`src/hdl/phmb_pkg.sv`:
```
// Package for the peak hold meter bank: field widths, register indexes,
// reset values and the per-channel store entry. No dependencies.

package phmb_pkg;

    localparam int CHANNEL_W = 6;
    localparam int LEVEL_W   = 16;
    localparam int TIME_W    = 32;
    localparam int CFG_W     = 16;
    localparam int CFG_IDX_W = 2;
    localparam int CH_SPAN   = 1 << CHANNEL_W;

    // Configuration register indexes
    localparam logic [CFG_IDX_W-1:0] CFG_FLOOR_LEVEL = 2'd0;
    localparam logic [CFG_IDX_W-1:0] CFG_HOLD_TICKS  = 2'd1;
    localparam logic [CFG_IDX_W-1:0] CFG_FALL_RATE   = 2'd2;

    // Register reset values: -100 dB floor, 1 s hold, 24 dB/s fall
    localparam logic signed [LEVEL_W-1:0] FLOOR_RESET = -16'sd25600;
    localparam logic [CFG_W-1:0]          HOLD_RESET  = 16'd1024;
    localparam logic [CFG_W-1:0]          RATE_RESET  = 16'd6144;

    typedef struct packed {
        logic signed [LEVEL_W-1:0] shown;
        logic [TIME_W-1:0]         peak_time;
        logic [TIME_W-1:0]         adv_time;
    } t_meter_entry;

    typedef struct packed {
        logic signed [LEVEL_W-1:0] floor_level;
        logic [CFG_W-1:0]          hold_ticks;
        logic [CFG_W-1:0]          fall_rate;
    } t_meter_cfg;

    localparam t_meter_entry ENTRY_RESET = '{
        shown:     FLOOR_RESET,
        peak_time: '0,
        adv_time:  '0
    };

endpackage

```
`src/hdl/phmb_update.sv`:
```
// Per-channel meter update: peak capture, hold expiry and linear fall.
// Depends on phmb_pkg for the entry and configuration structs.

module phmb_update import phmb_pkg::*; (
    input  t_meter_entry              i_entry,
    input  t_meter_cfg                i_cfg,
    input  logic                      i_func,
    input  logic signed [LEVEL_W-1:0] i_peak_level,
    input  logic [TIME_W-1:0]         i_now_ticks,
    output t_meter_entry              o_entry
);

    localparam int PROD_W = CFG_W + TIME_W;
    localparam int DROP_W = PROD_W - 10;
    localparam int DIFF_W = DROP_W + 2;

    logic                      peak_gt;
    logic signed [LEVEL_W-1:0] level_peak;
    logic [TIME_W-1:0]         peak_time;
    logic [TIME_W:0]           hold_end;
    logic [TIME_W:0]           adv_ext;
    logic [TIME_W:0]           fall_start;
    logic                      falls;
    logic [TIME_W-1:0]         dt;
    logic [PROD_W-1:0]         prod;
    logic [DROP_W-1:0]         drop;
    logic signed [DIFF_W-1:0]  diff;
    logic signed [DIFF_W-1:0]  floor_ext;
    logic signed [LEVEL_W-1:0] level_fallen;

    always_comb begin
        // capture a strictly louder peak and restart the hold
        peak_gt    = i_peak_level > i_entry.shown;
        level_peak = peak_gt ? i_peak_level : i_entry.shown;
        peak_time  = peak_gt ? i_now_ticks : i_entry.peak_time;

        // fall starts at the later of the last update and the end of the hold
        hold_end   = {1'b0, peak_time} + {{(TIME_W + 1 - CFG_W){1'b0}}, i_cfg.hold_ticks};
        adv_ext    = {1'b0, i_entry.adv_time};
        fall_start = (adv_ext > hold_end) ? adv_ext : hold_end;
        falls      = i_func && ({1'b0, i_now_ticks} > fall_start);

        dt   = i_now_ticks - fall_start[TIME_W-1:0];
        prod = PROD_W'(i_cfg.fall_rate) * PROD_W'(dt);
        drop = prod[PROD_W-1:10];

        // saturate at the floor
        diff      = DIFF_W'(level_peak) - $signed({2'b00, drop});
        floor_ext = DIFF_W'(i_cfg.floor_level);
        level_fallen = (diff < floor_ext) ? i_cfg.floor_level : diff[LEVEL_W-1:0];

        o_entry.shown     = falls ? level_fallen : level_peak;
        o_entry.peak_time = peak_time;
        o_entry.adv_time  = i_now_ticks;
    end

endmodule

```
`config.mk`:
```
export PLATFORM = sky130hd
export DESIGN_NAME = phmb_update
export DESIGN_NICKNAME = d
export VERILOG_FILES = /design/src/hdl/phmb_pkg.sv /design/src/hdl/phmb_update.sv
export SDC_FILE = /design/constraint.sdc
export NUM_CORES = 2
export LEC_CHECK = 0
export BUFFER_PORTS_ARGS = -buffer_cell sky130_fd_sc_hd__buf_4
export CAP_MARGIN = 20
export CORE_MARGIN = 2
export CORE_UTILIZATION = 56
export DETAILED_ROUTE_END_ITERATION = 12
export MAX_ROUTING_LAYER = met4
export PLACE_DENSITY = 0.82
export SLEW_MARGIN = 20
export SYNTH_ARGS = -nofsm -noshare
export SYNTH_HDL_FRONTEND = slang
export SYNTH_SLANG_ARGS = --single-unit
export TNS_END_PERCENT = 5
```
`constraint.sdc`:
```
create_clock -name vclk -period 73.2
set_input_delay 7.32 -clock vclk [all_inputs]
set_output_delay 7.32 -clock vclk [all_outputs]
set_load 0.03 [all_outputs]
```
# After elaboration in Yosys (flattened, before gate mapping)
# Cells that the tools add are included.
[word_totals]
word_cells = 14
input_bits = 177
ff_bits = 0
[classes]
addsub = 3
magnitude_cmp = 4
mul = 1
n_reduce_logical = 1
n_mux = 5
[ops]
columns = ["operator", "count"]
rows = [
  ["$gt 32x33->1", 2],
  ["$mul 16x32->48", 1],
  ["$mux 16", 3],
  ["$lt 40x16->1", 1],
  ["$sub 16x39->40", 1],
  ["$add 32x16->33", 1],
  ["$mux 33", 1],
  ["$mux 32", 1],
  ["$sub 32x32->32", 1],
  ["$gt 16x16->1", 1],
  ["$logic_and 1x1->1", 1],
]

# Logic depth before layout (Yosys ltp)
[logic_depth]
word_depth = 11
depth_mapped = 94
depth_no_buf = 86

# Least setup slack after synthesis
# No wires, ideal clock.
[synth_path]
path_kind = "input to output"
start = "input port i_entry[69] in the netlist's numbering"
end = "output port o_entry[73] in the netlist's numbering"
t_required_ns = 65.880
n_path_buf = 8
path_stages = 88
path_slack_ns = 39.461
t_arrival_ns = 26.419
path_cell_list = "inv_1 ha_1 a21o_1 a21o_1 a21o_1 a21oi_1 nor3b_1 o31ai_1 buf_2 buf_2 buf_2 buf_2 o21ai_0 ha_1 fa_1 a21o_1 a21oi_2 o21bai_1 (+52 left out) o31ai_1 o21ai_0 a31oi_1 o21ai_0 a21oi_1 xnor2_1 ha_1 a21o_1 a21o_1 a21o_1 a21o_1 a21o_1 a21o_1 a211o_1 o21ai_2 buf_2 mux2_2 mux2_2"
[synth_rtl]
columns = ["element", "line_no", "rtl"]
rows = [
  ["start: declaration", "phmb_update.sv:5", "input t_meter_entry i_entry,"],
  ["end: declaration", "phmb_update.sv:10", "output t_meter_entry o_entry"],
]

==> run summary <==
Setup TNS -> 0 ns
Starting Density -> 56.5%
Synth Area in Compound Gates -> 12.3%
Syn Std Cell Area -> 24,300 um2
GRT Residual Overflow -> 0
Worst Path Class, Setup -> input port to primary output
Fmax -> 27.6 MHz
Crit path launch type -> input port
Final Cycle Share -> 49.5%
PostCTS Resize Cnt -> 0
Final non-filler cell total -> 3,668
Critical Path Start -> i_entry[65]
Main combinational cell family by area after synthesis -> adder cells
# IOs -> 257
Post-CTS Setup Inserts -> 0
Simple-Gate Fraction of Synth Area -> 17.2%
CTS Hold Buffers Added -> 0
DR vias -> 21,379
Req. time, crit path -> 65.88 ns
FFs & Latches -> 0
Max-cap viol count -> 0
Arrival time worst endpoint -> 28.94 ns
Adder-Cell Fraction of Synth Area -> 49.6%
Nets@finish -> 3,973
Max incr delay on CP -> 0.72 ns
Final slew viol count -> 0
Place WS -> 37.36 ns
Share of cells above drive strength 1 -> 13.2%
Worst setup path endpoint -> o_entry[67]
Slew @ Worst Pin -> 1.08 ns
RSZ-0062 raised after global routing -> false
Initial DRC count -> 1,619
CP max-delay cell -> o21ai_0
Setup WS post-layout -> 36.94 ns
Dpl cells -> 3,667
I/O Buffers -> 257
Die width -> 212 um
Status -> complete, no violations
Mux contribution to synthesized area -> 5.17%
Top cell by count, worst path -> fa_1
Final antenna-violating net count -> 0
Hold WS -> 14.87 ns
Antenna diodes -> 0
Worst Hold Class -> input port to primary output
Total Routing Usage GR -> 32.6%
Fin crit period -> 36.26 ns
Mapped Cells -> 2,939
Synthesized net count -> 3,827
Initial antenna violation count -> 0
CP Max Fanout -> 29
GPL Wtd Cong -> 0.988
Post-Syn Area per Cell -> 8.26 um2
Critical Path End Type -> primary output
Yosys cell types -> 77
Final Hold Viols -> 0
Final-layout clock buffer total -> 0
Die ar. -> 45,100 um2
Vias per cell -> 5.83
First-pass GRT wire length -> 115,000 um
Max-slew headroom -> 27.6%
Syn. warnings -> 0
Xor and xnor area share after synthesis -> 4.00%
DPL Wire Length -> 58,100 um
Vias in the first global route -> 22,292
Row count -> 76
DRC Markers -> 0
Layout Area Growth over Synthesis -> 9.19%
Sequential area share after synthesis -> 0%
Largest net degree at the start of global routing -> 50
Routed WL per cell -> 18.9 um
Routed Wire Length -> 69,500 um
DRT Pass-1 Iters -> 6
Sequential cell area -> 0 um2
Core Box Area -> 43,000 um2
Die Y -> 212 um
# setup viols final -> 0
==> cells by family (layout without fill, tap and decap cells) <==
family	count (synthesis)	count (layout)
simple gates	840	840
buf+inv	716	860
compound gates	446	446
xor+xnor	111	111
fa+ha+maj	711	711
mux	115	115
==> cell type report <==
class | count | area [um2]
multi-input cells | 2223 | 21500
fillers | 3705 | 16500
repair buffers | 288 | 2170
inverters | 572 | 2150
well taps | 585 | 732
==> layer usage <==
layer  share of wire (%)  vias to the layer above  GRT usage, %
li1                    -                     9688             -
met1                  41                    10572          42.8
met2                  49                      948          54.4
met3                 7.3                      171          3.23
met4                 2.7                        0          8.20
met5                   0                        -             -
==> per-stage QoR <==
stage / cell area, um2 / utilization, %
CTS: 26500 / 61.7
detailed placement: 26500 / 61.7
global placement: 26500 / 61.7
global route: 26500 / 61.7
floorplan: 24300 / -
finish: 26500 / 61.7
==> critical path, delay by kind of cell <==
kind	cells	cell delay, ns
and+or+nand+nor	12	2.80
muxes	3	1.00
xor gates and xnor gates	3	0.56
adders and majority gates	15	5.95
AOI/OAI and AO/OA	40	10.01
buffers and inverters	10	1.22
==> cells in the mapped netlist (all sizes together) (5+ instances only) <==
cell,number,share of area [%]
o211ai,25,0.79
a2111oi,5,0.23
or2,13,0.33
clkbuf,94,1.5
ha,291,15
nor4,5,0.13
nor2b,41,1.1
buf,50,1.4
and4,6,0.22
xnor2,80,2.9
fa,420,35
a211oi,11,0.36
o21ai,77,1.6
a211o,10,0.36
o31ai,11,0.42
a31oi,12,0.31
nand4,34,0.88
a21oi,114,2.4
nand2,334,5.2
mux2,84,3.9
nand3,57,1.2
inv,572,8.8
nand2b,18,0.46
nor3,20,0.41
and2,163,4.2
mux2i,31,1.3
o221ai,5,0.18
o21bai,16,0.49
or3,11,0.28
and3,44,1.1
o21a,26,0.80
nor3b,5,0.15
xor2,31,1.1
nor2,82,1.3
a21boi,7,0.22
a21o,92,2.8
==> cell usage in the layout, fill, tap and decap left out, types with 8 or more instances in the layout <==
cell,count
ha_1,291
o31ai_1,8
nor2_1,80
xnor2_1,77
nand3_1,56
nand2b_1,18
nand2_1,334
or2_2,13
a31oi_1,12
a211oi_1,10
fa_1,420
xor2_1,31
nor3_1,20
mux2_2,84
and3_1,44
nand4_1,34
a211o_1,10
o21bai_1,16
and2_1,163
or3_1,11
nor2b_1,41
mux2i_1,31
o21a_1,26
inv_1,572
a21oi_1,113
o21ai_0,73
buf_4,287
a21o_1,92
o211ai_1,24
==> worst min path at each step <==
| stage | start | end | slack (ns) | cells past startpoint |
|---|---|---|---|---|
| CTS | i_now_ticks[0] | o_entry[0] | 14.87 | 2 |
| finish | i_now_ticks[0] | o_entry[0] | 14.87 | 2 |
| global route | i_now_ticks[0] | o_entry[0] | 14.88 | 2 |
| global placement | i_now_ticks[0] | o_entry[0] | 14.87 | 2 |
| detailed placement | i_now_ticks[0] | o_entry[0] | 14.87 | 2 |
| floorplan | i_now_ticks[0] | o_entry[0] | 14.77 | 1 |
Power is not shown: default switching activity piles up to over one toggle a cycle in this logic, so the estimate is an artifact.
